===== src/hdl/i2c_master_pin_sequencer_assert.svh =====
// Assertion macros for the I2C pin sequencer.
// Each macro takes a label, an antecedent and a consequent, sampled on clk
// and disabled while rst_n is low.
`ifndef I2C_MASTER_PIN_SEQUENCER_ASSERT_SVH
`define I2C_MASTER_PIN_SEQUENCER_ASSERT_SVH

`ifndef SYNTHESIS
`define I2CMS_ASSERT_SAME(label, ante, cons) \
    label: assert property (@(posedge clk) disable iff (!rst_n) (ante) |-> (cons)) \
        else $error("i2c pin sequencer: same-cycle check failed");
`define I2CMS_ASSERT_NEXT(label, ante, cons) \
    label: assert property (@(posedge clk) disable iff (!rst_n) (ante) |=> (cons)) \
        else $error("i2c pin sequencer: next-cycle check failed");
`else
`define I2CMS_ASSERT_SAME(label, ante, cons)
`define I2CMS_ASSERT_NEXT(label, ante, cons)
`endif

`endif


===== src/hdl/i2cms_pkg.sv =====
`timescale 1ns / 1ps

package i2cms_pkg;

    // func codes on the input channel
    localparam logic [2:0] FUNC_TICK    = 3'd0;
    localparam logic [2:0] FUNC_START   = 3'd1;
    localparam logic [2:0] FUNC_RESTART = 3'd2;
    localparam logic [2:0] FUNC_STOP    = 3'd3;
    localparam logic [2:0] FUNC_WRITE   = 3'd4;
    localparam logic [2:0] FUNC_READ    = 3'd5;

    // sequence being run by the back end
    localparam logic [2:0] OP_IDLE    = 3'd0;
    localparam logic [2:0] OP_START   = 3'd1;
    localparam logic [2:0] OP_RESTART = 3'd2;
    localparam logic [2:0] OP_STOP    = 3'd3;
    localparam logic [2:0] OP_WRITE   = 3'd4;
    localparam logic [2:0] OP_READ    = 3'd5;

    // word class assigned by the front end
    localparam logic [1:0] KIND_NOP  = 2'd0;
    localparam logic [1:0] KIND_TICK = 2'd1;
    localparam logic [1:0] KIND_CMD  = 2'd2;

    localparam int BITS        = 8;
    localparam int STEP_W      = 5;
    localparam int QUEUE_DEPTH = 2;
    localparam int QPTR_W      = $clog2(QUEUE_DEPTH);
    localparam int QCNT_W      = $clog2(QUEUE_DEPTH + 1);

    // write sequence step numbers
    localparam logic [STEP_W-1:0] WR_DATA_END = STEP_W'(3 * BITS);
    localparam logic [STEP_W-1:0] WR_ACK_REL  = STEP_W'(3 * BITS);
    localparam logic [STEP_W-1:0] WR_ACK_HI   = STEP_W'(3 * BITS + 1);
    localparam logic [STEP_W-1:0] WR_ACK_LO   = STEP_W'(3 * BITS + 2);

    // read sequence step numbers
    localparam logic [STEP_W-1:0] RD_REL     = STEP_W'(0);
    localparam logic [STEP_W-1:0] RD_DATA_END = STEP_W'(2 * BITS);
    localparam logic [STEP_W-1:0] RD_DRIVE   = STEP_W'(2 * BITS + 1);
    localparam logic [STEP_W-1:0] RD_ACK_SDA = STEP_W'(2 * BITS + 2);
    localparam logic [STEP_W-1:0] RD_ACK_HI  = STEP_W'(2 * BITS + 3);
    localparam logic [STEP_W-1:0] RD_ACK_LO  = STEP_W'(2 * BITS + 4);

    typedef struct packed {
        logic [1:0] kind;
        logic [2:0] op;
        logic [7:0] wdata;
        logic       ack_level;
        logic       sda_in;
    } i2cms_word_t;

endpackage


===== src/hdl/i2c_master_pin_sequencer.sv =====
// A word's result is registered at the edge that pops it from the queue.
// One word per cycle unless the output stalls; one pin step per tick word.
// A two-word queue between decode and sequencer absorbs output stalls.
// Reset (rst_n, async, active low): idle, SCL and SDA high, SDA driven,
// queue and output slot empty.
`timescale 1ns / 1ps

`include "i2c_master_pin_sequencer_assert.svh"

module i2c_master_pin_sequencer
(
    input  logic       clk,
    input  logic       rst_n,
    input  logic       in_valid,
    output logic       in_ready,
    input  logic [2:0] func,
    input  logic [7:0] wdata,
    input  logic       ack_level,
    input  logic       sda_in,
    output logic       out_valid,
    input  logic       out_ready,
    output logic       scl,
    output logic       sda_out,
    output logic       sda_drive,
    output logic       busy_res,
    output logic       done_res,
    output logic [7:0] rdata,
    output logic       ack_ok,
    output logic       rejected
);
    import i2cms_pkg::*;

    // front end -> queue
    logic        q_ready;
    logic        q_push;
    i2cms_word_t q_word;

    // queue -> sequencer
    logic        head_valid;
    i2cms_word_t head_word;
    logic        pop;

    // Front end: classifies func into tick, command or no-op.
    i2cms_front u_front
    (
        .in_valid  (in_valid),
        .in_ready  (in_ready),
        .func      (func),
        .wdata     (wdata),
        .ack_level (ack_level),
        .sda_in    (sda_in),
        .q_ready   (q_ready),
        .q_push    (q_push),
        .q_word    (q_word)
    );

    // Short queue decoupling the input handshake from the sequencer.
    i2cms_queue u_queue
    (
        .clk        (clk),
        .rst_n      (rst_n),
        .push       (q_push),
        .push_word  (q_word),
        .push_ready (q_ready),
        .pop        (pop),
        .head_valid (head_valid),
        .head_word  (head_word)
    );

    // Sequencer: loads commands, runs one pin step per tick word and holds
    // the result word until the sink takes it.
    i2cms_exec u_exec
    (
        .clk        (clk),
        .rst_n      (rst_n),
        .head_valid (head_valid),
        .head_word  (head_word),
        .pop        (pop),
        .out_valid  (out_valid),
        .out_ready  (out_ready),
        .scl        (scl),
        .sda_out    (sda_out),
        .sda_drive  (sda_drive),
        .busy_res   (busy_res),
        .done_res   (done_res),
        .rdata      (rdata),
        .ack_ok     (ack_ok),
        .rejected   (rejected)
    );

    // a step that finishes a sequence cannot also reject a command
    `I2CMS_ASSERT_SAME(a_done_not_rej, out_valid && done_res, !rejected)
    // finishing a sequence leaves the sequencer idle
    `I2CMS_ASSERT_SAME(a_done_idle, out_valid && done_res, !busy_res)
    // a rejection only happens while a sequence runs
    `I2CMS_ASSERT_SAME(a_rej_busy, out_valid && rejected, busy_res)
    // every sequence ends with SDA driven again
    `I2CMS_ASSERT_SAME(a_idle_drives, !busy_res, sda_drive)
    // a word popped with the output slot stalled is impossible
    `I2CMS_ASSERT_NEXT(a_pop_slot, out_valid && !out_ready, out_valid)

endmodule


===== src/hdl/i2cms_front.sv =====
`timescale 1ns / 1ps

module i2cms_front
(
    input  logic                  in_valid,
    output logic                  in_ready,
    input  logic [2:0]            func,
    input  logic [7:0]            wdata,
    input  logic                  ack_level,
    input  logic                  sda_in,
    input  logic                  q_ready,
    output logic                  q_push,
    output i2cms_pkg::i2cms_word_t q_word
);
    import i2cms_pkg::*;

    logic [1:0] kind;

    always_comb
    begin
        unique case (func) inside
            FUNC_TICK:
                kind = KIND_TICK;
            FUNC_START, FUNC_RESTART, FUNC_STOP, FUNC_WRITE, FUNC_READ:
                kind = KIND_CMD;
            default:
                kind = KIND_NOP;
        endcase
    end

    assign in_ready = q_ready;
    assign q_push   = in_valid && q_ready;

    assign q_word.kind      = kind;
    assign q_word.op        = func;
    assign q_word.wdata     = wdata;
    assign q_word.ack_level = ack_level;
    assign q_word.sda_in    = sda_in;

endmodule


===== src/hdl/i2cms_queue.sv =====
`timescale 1ns / 1ps

module i2cms_queue
(
    input  logic                   clk,
    input  logic                   rst_n,
    input  logic                   push,
    input  i2cms_pkg::i2cms_word_t push_word,
    output logic                   push_ready,
    input  logic                   pop,
    output logic                   head_valid,
    output i2cms_pkg::i2cms_word_t head_word
);
    import i2cms_pkg::*;

    i2cms_word_t       entry_reg [QUEUE_DEPTH];
    logic [QPTR_W-1:0] wr_ptr_reg, wr_ptr_next;
    logic [QPTR_W-1:0] rd_ptr_reg, rd_ptr_next;
    logic [QCNT_W-1:0] count_reg, count_next;

    assign push_ready = count_reg != QCNT_W'(QUEUE_DEPTH);
    assign head_valid = count_reg != '0;
    assign head_word  = entry_reg[rd_ptr_reg];

    always_comb
    begin
        wr_ptr_next = wr_ptr_reg;
        rd_ptr_next = rd_ptr_reg;
        count_next  = count_reg;
        if (push)
        begin
            wr_ptr_next = (wr_ptr_reg == QPTR_W'(QUEUE_DEPTH - 1)) ? '0 : wr_ptr_reg + 1'b1;
        end
        if (pop)
        begin
            rd_ptr_next = (rd_ptr_reg == QPTR_W'(QUEUE_DEPTH - 1)) ? '0 : rd_ptr_reg + 1'b1;
        end
        if (push && !pop)
        begin
            count_next = count_reg + 1'b1;
        end
        else if (pop && !push)
        begin
            count_next = count_reg - 1'b1;
        end
    end

    always_ff @(posedge clk or negedge rst_n)
    begin
        if (!rst_n)
        begin
            wr_ptr_reg <= '0;
            rd_ptr_reg <= '0;
            count_reg  <= '0;
        end
        else
        begin
            wr_ptr_reg <= wr_ptr_next;
            rd_ptr_reg <= rd_ptr_next;
            count_reg  <= count_next;
        end
    end

    always_ff @(posedge clk)
    begin
        if (push)
        begin
            entry_reg[wr_ptr_reg] <= push_word;
        end
    end

endmodule


===== src/hdl/i2cms_exec.sv =====
`timescale 1ns / 1ps

module i2cms_exec
(
    input  logic                   clk,
    input  logic                   rst_n,
    input  logic                   head_valid,
    input  i2cms_pkg::i2cms_word_t head_word,
    output logic                   pop,
    output logic                   out_valid,
    input  logic                   out_ready,
    output logic                   scl,
    output logic                   sda_out,
    output logic                   sda_drive,
    output logic                   busy_res,
    output logic                   done_res,
    output logic [7:0]             rdata,
    output logic                   ack_ok,
    output logic                   rejected
);
    import i2cms_pkg::*;

    logic [2:0]        op_reg, op_next;
    logic [STEP_W-1:0] step_reg, step_next;
    logic [1:0]        ph_reg, ph_next;
    logic [7:0]        shift_reg, shift_next;
    logic              hold_ack_reg, hold_ack_next;
    logic              scl_reg, scl_next;
    logic              sda_reg, sda_next;
    logic              dir_reg, dir_next;
    logic [7:0]        rdata_reg, rdata_next;
    logic              ack_ok_reg, ack_ok_next;
    logic              done_reg, done_next;
    logic              rej_reg, rej_next;
    logic              out_valid_reg, out_valid_next;
    logic              busy;
    logic              last;
    logic [STEP_W-1:0] start_k;

    assign busy    = op_reg != OP_IDLE;
    assign pop     = head_valid && (!out_valid_reg || out_ready);
    assign start_k = (op_reg == OP_RESTART) ? step_reg - 1'b1 : step_reg;

    always_comb
    begin
        op_next       = op_reg;
        step_next     = step_reg;
        ph_next       = ph_reg;
        shift_next    = shift_reg;
        hold_ack_next = hold_ack_reg;
        scl_next      = scl_reg;
        sda_next      = sda_reg;
        dir_next      = dir_reg;
        rdata_next    = rdata_reg;
        ack_ok_next   = ack_ok_reg;
        rej_next      = 1'b0;
        last          = 1'b0;

        if (head_word.kind == KIND_TICK && busy)
        begin
            unique case (op_reg) inside
                OP_START, OP_RESTART:
                begin
                    if (op_reg == OP_RESTART && step_reg == '0)
                    begin
                        dir_next = 1'b1;
                    end
                    else if (start_k == STEP_W'(0))
                    begin
                        sda_next = 1'b1;
                    end
                    else if (start_k == STEP_W'(1))
                    begin
                        scl_next = 1'b1;
                    end
                    else if (start_k == STEP_W'(2))
                    begin
                        sda_next = 1'b0;
                    end
                    else
                    begin
                        scl_next = 1'b0;
                        last     = 1'b1;
                    end
                end
                OP_STOP:
                begin
                    if (step_reg == STEP_W'(0))
                    begin
                        sda_next = 1'b0;
                    end
                    else if (step_reg == STEP_W'(1))
                    begin
                        scl_next = 1'b1;
                    end
                    else
                    begin
                        sda_next = 1'b1;
                        last     = 1'b1;
                    end
                end
                OP_WRITE:
                begin
                    if (step_reg < WR_DATA_END)
                    begin
                        // three steps per bit: data, SCL high, SCL low and shift
                        ph_next = (ph_reg == 2'd2) ? 2'd0 : ph_reg + 1'b1;
                        if (ph_reg == 2'd0)
                        begin
                            sda_next = shift_reg[7];
                        end
                        else if (ph_reg == 2'd1)
                        begin
                            scl_next = 1'b1;
                        end
                        else
                        begin
                            scl_next   = 1'b0;
                            shift_next = {shift_reg[6:0], 1'b0};
                        end
                    end
                    else if (step_reg == WR_ACK_REL)
                    begin
                        dir_next = 1'b0;
                    end
                    else if (step_reg == WR_ACK_HI)
                    begin
                        scl_next    = 1'b1;
                        ack_ok_next = !head_word.sda_in;
                    end
                    else if (step_reg == WR_ACK_LO)
                    begin
                        scl_next = 1'b0;
                    end
                    else
                    begin
                        dir_next = 1'b1;
                        last     = 1'b1;
                    end
                end
                OP_READ:
                begin
                    if (step_reg == RD_REL)
                    begin
                        dir_next = 1'b0;
                    end
                    else if (step_reg <= RD_DATA_END)
                    begin
                        // odd steps raise SCL and sample, even steps lower it
                        if (step_reg[0])
                        begin
                            scl_next   = 1'b1;
                            shift_next = {shift_reg[6:0], head_word.sda_in};
                        end
                        else
                        begin
                            scl_next = 1'b0;
                        end
                    end
                    else if (step_reg == RD_DRIVE)
                    begin
                        dir_next = 1'b1;
                    end
                    else if (step_reg == RD_ACK_SDA)
                    begin
                        sda_next = hold_ack_reg;
                    end
                    else if (step_reg == RD_ACK_HI)
                    begin
                        scl_next = 1'b1;
                    end
                    else if (step_reg == RD_ACK_LO)
                    begin
                        scl_next = 1'b0;
                    end
                    else
                    begin
                        sda_next   = 1'b1;
                        rdata_next = shift_reg;
                        last       = 1'b1;
                    end
                end
                default:
                begin
                    last = 1'b1;
                end
            endcase

            if (last)
            begin
                op_next   = OP_IDLE;
                step_next = '0;
            end
            else
            begin
                step_next = step_reg + 1'b1;
            end
        end
        else if (head_word.kind == KIND_CMD)
        begin
            if (busy)
            begin
                rej_next = 1'b1;
            end
            else
            begin
                op_next   = head_word.op;
                step_next = '0;
                ph_next   = 2'd0;
                if (head_word.op == OP_WRITE)
                begin
                    shift_next = head_word.wdata;
                end
                if (head_word.op == OP_READ)
                begin
                    shift_next    = '0;
                    hold_ack_next = head_word.ack_level;
                end
            end
        end

        done_next = last;

        if (pop)
        begin
            out_valid_next = 1'b1;
        end
        else if (out_ready)
        begin
            out_valid_next = 1'b0;
        end
        else
        begin
            out_valid_next = out_valid_reg;
        end
    end

    always_ff @(posedge clk or negedge rst_n)
    begin
        if (!rst_n)
        begin
            op_reg        <= OP_IDLE;
            step_reg      <= '0;
            ph_reg        <= 2'd0;
            shift_reg     <= '0;
            hold_ack_reg  <= 1'b1;
            scl_reg       <= 1'b1;
            sda_reg       <= 1'b1;
            dir_reg       <= 1'b1;
            rdata_reg     <= '0;
            ack_ok_reg    <= 1'b0;
            done_reg      <= 1'b0;
            rej_reg       <= 1'b0;
            out_valid_reg <= 1'b0;
        end
        else
        begin
            out_valid_reg <= out_valid_next;
            if (pop)
            begin
                op_reg       <= op_next;
                step_reg     <= step_next;
                ph_reg       <= ph_next;
                shift_reg    <= shift_next;
                hold_ack_reg <= hold_ack_next;
                scl_reg      <= scl_next;
                sda_reg      <= sda_next;
                dir_reg      <= dir_next;
                rdata_reg    <= rdata_next;
                ack_ok_reg   <= ack_ok_next;
                done_reg     <= done_next;
                rej_reg      <= rej_next;
            end
        end
    end

    // state only moves on pop, and pop waits for the output slot, so the
    // state registers double as the output word
    assign out_valid = out_valid_reg;
    assign scl       = scl_reg;
    assign sda_out   = sda_reg;
    assign sda_drive = dir_reg;
    assign busy_res  = busy;
    assign done_res  = done_reg;
    assign rdata     = rdata_reg;
    assign ack_ok    = ack_ok_reg;
    assign rejected  = rej_reg;

endmodule


===== config.mk =====
export PLATFORM = sky130hd
export DESIGN_NAME = i2c_master_pin_sequencer
export DESIGN_NICKNAME = d
export VERILOG_FILES = /design/src/hdl/i2cms_pkg.sv /design/src/hdl/i2c_master_pin_sequencer.sv /design/src/hdl/i2cms_front.sv /design/src/hdl/i2cms_queue.sv /design/src/hdl/i2cms_exec.sv
export VERILOG_INCLUDE_DIRS = /design/src /design/src/hdl
export SDC_FILE = /design/constraint.sdc
export NUM_CORES = 1
export LEC_CHECK = 0
export BUFFER_PORTS_ARGS = -buffer_cell sky130_fd_sc_hd__buf_2
export CAP_MARGIN = 10
export CORE_MARGIN = 4
export CORE_UTILIZATION = 45
export CTS_CLUSTER_DIAMETER = 100
export CTS_CLUSTER_SIZE = 24
export DETAILED_ROUTE_END_ITERATION = 10
export GPL_TIMING_DRIVEN = 0
export MAX_ROUTING_LAYER = met4
export SLEW_MARGIN = 30
export SYNTH_ARGS = -nofsm -noshare
export SYNTH_HDL_FRONTEND = slang
export SYNTH_SLANG_ARGS = --single-unit

===== constraint.sdc =====
create_clock -name clk -period 7.39 [get_ports clk]
set_clock_uncertainty 0.2 [all_clocks]
set_input_delay 0 -clock clk [delete_from_list [all_inputs] [get_ports clk]]
set_output_delay 0 -clock clk [all_outputs]
set_load 0.02 [all_outputs]

==> metrics.md <==
| Metric | Value |
|---|---|
| Outcome | `finished, final reports clean` |
| Number of global-route vias before repair | `2833` |
| Final net count | `430` |
| Design area | `between 0.004 and 0.005 mm^2` |
| Pins over their slew limit | `0` |
| CTS clk-pin slew, worst paths | `0.09 ns` |
| Adder-cell area share of the yosys netlist | `2.38%` |
| Clock root buffer | `sky130_fd_sc_hd__clkbuf_8` |
| Global-route congestion overflow total | `0` |
| Storage cell area | `0.00186 mm^2` |
| Achievable frequency | `0.308 GHz` |
| Synthesized-area fraction occupied by ao, oa, aoi and oai cells | `~18%` |
| Width of the chip | `just under 100 um` |
| Number of warnings issued by yosys | `0` |
| Violation count after the first detailed-routing iteration | `153` |
| Mux contribution to synthesized area | `9.29%` |
| Routed wire length on met3 | `475 um` |
| TNS Setup | `0 ns` |
| Die outline area | `between 0.009 and 0.01 mm^2` |
| Areal power density over the cells | `390 mW/mm^2` |
| Maximum count of clock buffers along a single path | `2` |
| Area share of xor/xnor cells in the synthesized design | `1.90%` |
| Standby leakage power | `approximately 1.8 nW` |
| TritonCTS clock tree | `built` |
| Detail Route Antenna Nets | `0` |
| CP max FO | `10` |
| Critical path launch point type | `flop` |
| Ant. Diodes | `0` |
| Detailed-route wire length per cell | `17.0 um` |
| Setup CP Type | `reg2reg` |
| Count of flip-flops with a built-in enable after synthesis | `30` |
| Total length of routed wires | `8720 um` |
| Largest net degree at the start of global routing | `39` |
| Num ports | `34` |
| Fraction of layout cells with a size suffix above 1 | `21.7%` |
| WL met2 | `4250 um` |
| Via Count | `about 3000` |
| Detailed-routing iteration count for the pre-antenna-repair pass | `4` |
| Seq cells post-synth | `68` |
| Hold/Removal Path Class | `in2async` |
| Uppermost metal layer occupied by signal nets | `met4` |
| Antenna violations before repair | `0` |
| R2r endpoint | `u_exec.sda_out` |
| Count of cells resized by post-cts repair | `0` |
| Post-detailed-route DRC marker count | `0` |
| Required time at the worst-slack endpoint | `7.47 ns` |
| Endpoint kind of the worst setup timing path | `flop` |
| Per-instance average area after synthesis | `between 10 and 15 um^2` |
| Die boundary height | `98.4 um` |
| Total placed instance area | `0.00397 mm^2` |
| IR Drop Worst-Case VDD | `165 uV` |
| Headroom to the max-slew limit | `37.7%` |
| Final weighted congestion in routability-driven placement | `0.969` |
| Port bufs | `33` |
| Max-cap violations | `0` |
| Starting Density | `46.9%` |
| Synthesized-area fraction occupied by and/or/nand/nor cells | `14.4%` |
| Cell area after synthesis | `around 0.0037 mm^2` |
| Worst EP arrival | `~3.3 ns` |
| H-tree depth reported by CTS | `3` |
| Total of fill cells in the finished design | `roughly 710` |
| Core Region | `0.00785 mm^2` |
| Share of the yosys chip area belonging to registers | `50.5%` |
| Async S/R FF share, synth | `55.9%` |
| Slack of the critical path | `4.14 ns` |
| Synth-to-layout area growth | `18.0%` |
| Most used flip-flop cell after synthesis | `sky130_fd_sc_hd__dfrtp_1` |
| RSZ-0062 raised after global routing | `false` |
| Area of combinational cells with multiple inputs | `0.00169 mm^2` |
| Portion of the clock cycle consumed by the worst path in the final layout | `43.9%` |
| Sum of net half-perimeters after detailed placement | `~6200 um` |
| Row count | `32` |
| Final Hold Viols | `0` |
| Routed length on met1 | `3890 um` |
| Post-Synthesis Net Count | `370` |
| Number of library cell types mapped by synthesis | `65` |
| Total routing resource utilization after global routing | `19.1%` |
| Time the worst path needs with I/O delays and setup | `3.25 ns` |
| Setup repair bufs after CTS | `0` |
| R2r setup slk | `4.14 ns` |
| Main combinational cell family by area after synthesis | `compound AO/OA/AOI/OAI gates` |
| Post-layout utilization of the core | `a little under three fifths` |
| R2R Path Start | `u_exec.step_reg[0]` |
| Setup violators final | `0` |
| Number of CTS-inserted buffers | `9` |
| Worst hold slack | `approximately 0.10 ns` |
| First-pass GRT wire length | `14400 um` |
| CTS sink cnt | `68` |
| Clock insertion delay at the later pin of the skew report | `0.34 ns` |
| Worst Reg2Reg Path Length in Cells | `10` |
| Post-Synthesis Cells | `between 300 and 400` |
| Via density | `5.72` |
| Tightest Pin Transition | `0.933 ns` |
| Max FFs per register | `30` |
| Worst slack at placement | `4.29 ns` |
==> area by class of cell <==
class / instances / area share, %
clock buffer: 9 / 2.85
tap: 102 / 2.94
clock inverter: 7 / 1.93
sequential: 68 / 42.8
timing repair buffer: 49 / 7.49
inverter: 15 / 1.30
multi-input combinational: 246 / 38.8
buffer: 17 / 1.87
==> what timing repair did <==
action	CTS	global route
hold buffers	16	0
setup endpoints to repair	0	0
hold endpoints to repair	67	0
==> layer usage <==
| layer | up-vias | track usage, % |
|---|---|---|
| met4 | 0 | 6.62 |
| li1 | 1414 | - |
| met2 | 93 | 30.6 |
| met3 | 11 | 3.04 |
| met1 | 1416 | 24.8 |
| met5 | - | - |
==> power breakdown <==
part           total, mW  internal [mW]  switching, mW
clock              0.322          0.162          0.160
combinational      0.802          0.289          0.513
sequential         0.568          0.511         0.0574
==> synth_stat cells, types with 6 or more instances <==
cell type / n / area share, %
sky130_fd_sc_hd__edfxtp_1: 30 / 24
sky130_fd_sc_hd__a21oi_1: 17 / 2.3
sky130_fd_sc_hd__buf_2: 8 / 1.1
sky130_fd_sc_hd__nand3_1: 11 / 1.5
sky130_fd_sc_hd__nor3_1: 6 / 0.82
sky130_fd_sc_hd__o21ai_0: 24 / 3.3
sky130_fd_sc_hd__nor2_1: 27 / 2.8
sky130_fd_sc_hd__mux2_2: 17 / 5.2
sky130_fd_sc_hd__a31oi_1: 6 / 1.0
sky130_fd_sc_hd__nand2_1: 26 / 2.7
sky130_fd_sc_hd__dfrtp_1: 34 / 23
sky130_fd_sc_hd__mux2i_1: 15 / 4.1
sky130_fd_sc_hd__nand2b_1: 6 / 1.0
sky130_fd_sc_hd__ha_1: 7 / 2.4
sky130_fd_sc_hd__xnor2_1: 6 / 1.4
sky130_fd_sc_hd__inv_1: 15 / 1.5
==> critical path, cell delays in order (launching register included) <==
cell and delay (ns):
sky130_fd_sc_hd__dfrtp_1 0.41, sky130_fd_sc_hd__buf_2 0.27, sky130_fd_sc_hd__inv_1 0.20, sky130_fd_sc_hd__ha_1 0.31, sky130_fd_sc_hd__clkbuf_1 0.24, sky130_fd_sc_hd__or4b_1 0.53, sky130_fd_sc_hd__a2111oi_0 0.51, sky130_fd_sc_hd__a31oi_1 0.08
sky130_fd_sc_hd__o2111ai_1 0.14, sky130_fd_sc_hd__a311oi_1 0.10, sky130_fd_sc_hd__a2bb2oi_1 0.19
==> kinds of logic after synthesis <==
logic type / Yosys count
flip-flops: 68
AND/OR/NAND/NOR: 104
buffers and inverters: 32
AO/OA/AOI/OAI: 95
XOR/XNOR: 8
multiplexers: 32
adder cells (fa/ha/maj): 7
==> placed cells by master, fill, tap and decap left out, drive strengths merged, types with 3 or more instances in the layout <==
master | netlist | routed
a211oi | 3 | 3
a21o | 3 | 3
a21oi | 18 | 18
a311oi | 3 | 3
a31oi | 6 | 6
and2 | 3 | 3
buf | 13 | 46
clkbuf | 4 | 13
dfrtp | 34 | 34
dfstp | 4 | 4
dlygate4sd3 | 0 | 16
edfxtp | 30 | 30
ha | 7 | 7
inv | 15 | 18
mux2 | 17 | 17
mux2i | 15 | 15
nand2 | 26 | 26
nand2b | 6 | 6
nand3 | 12 | 12
nor2 | 28 | 28
nor2b | 5 | 5
nor3 | 7 | 7
nor3b | 4 | 4
o2111ai | 5 | 5
o21ai | 29 | 29
o22ai | 3 | 3
o31ai | 3 | 3
xnor2 | 6 | 6
==> how the worst max path moves through the flow <==
| stage | startpoint | endpoint | slack, ns | depth (start not counted) |
|---|---|---|---|---|
| 2_1_floorplan | u_exec.step_reg[0] | u_exec.done_res | 4.73 | 9 |
| 3_3_place_gp | u_exec.step_reg[0] | u_exec.sda_out | 4.31 | 10 |
| 3_5_place_dp | u_exec.step_reg[0] | u_exec.sda_out | 4.29 | 10 |
| 4_1_cts | u_exec.step_reg[0] | u_exec.sda_out | 4.25 | 10 |
| 5_1_grt | u_exec.step_reg[0] | u_exec.sda_out | 3.99 | 10 |
| 6_report | u_exec.step_reg[0] | u_exec.sda_out | 4.14 | 10 |
==> through the flow <==
step,cells,power (mW)
after CTS,513,1.69
after global routing,513,1.81
after global placement,481,1.36
after floorplan,346,1.15
after detailed placement,481,1.36
final,513,1.69
No activity file was read; power rests on OpenSTA's default activity.
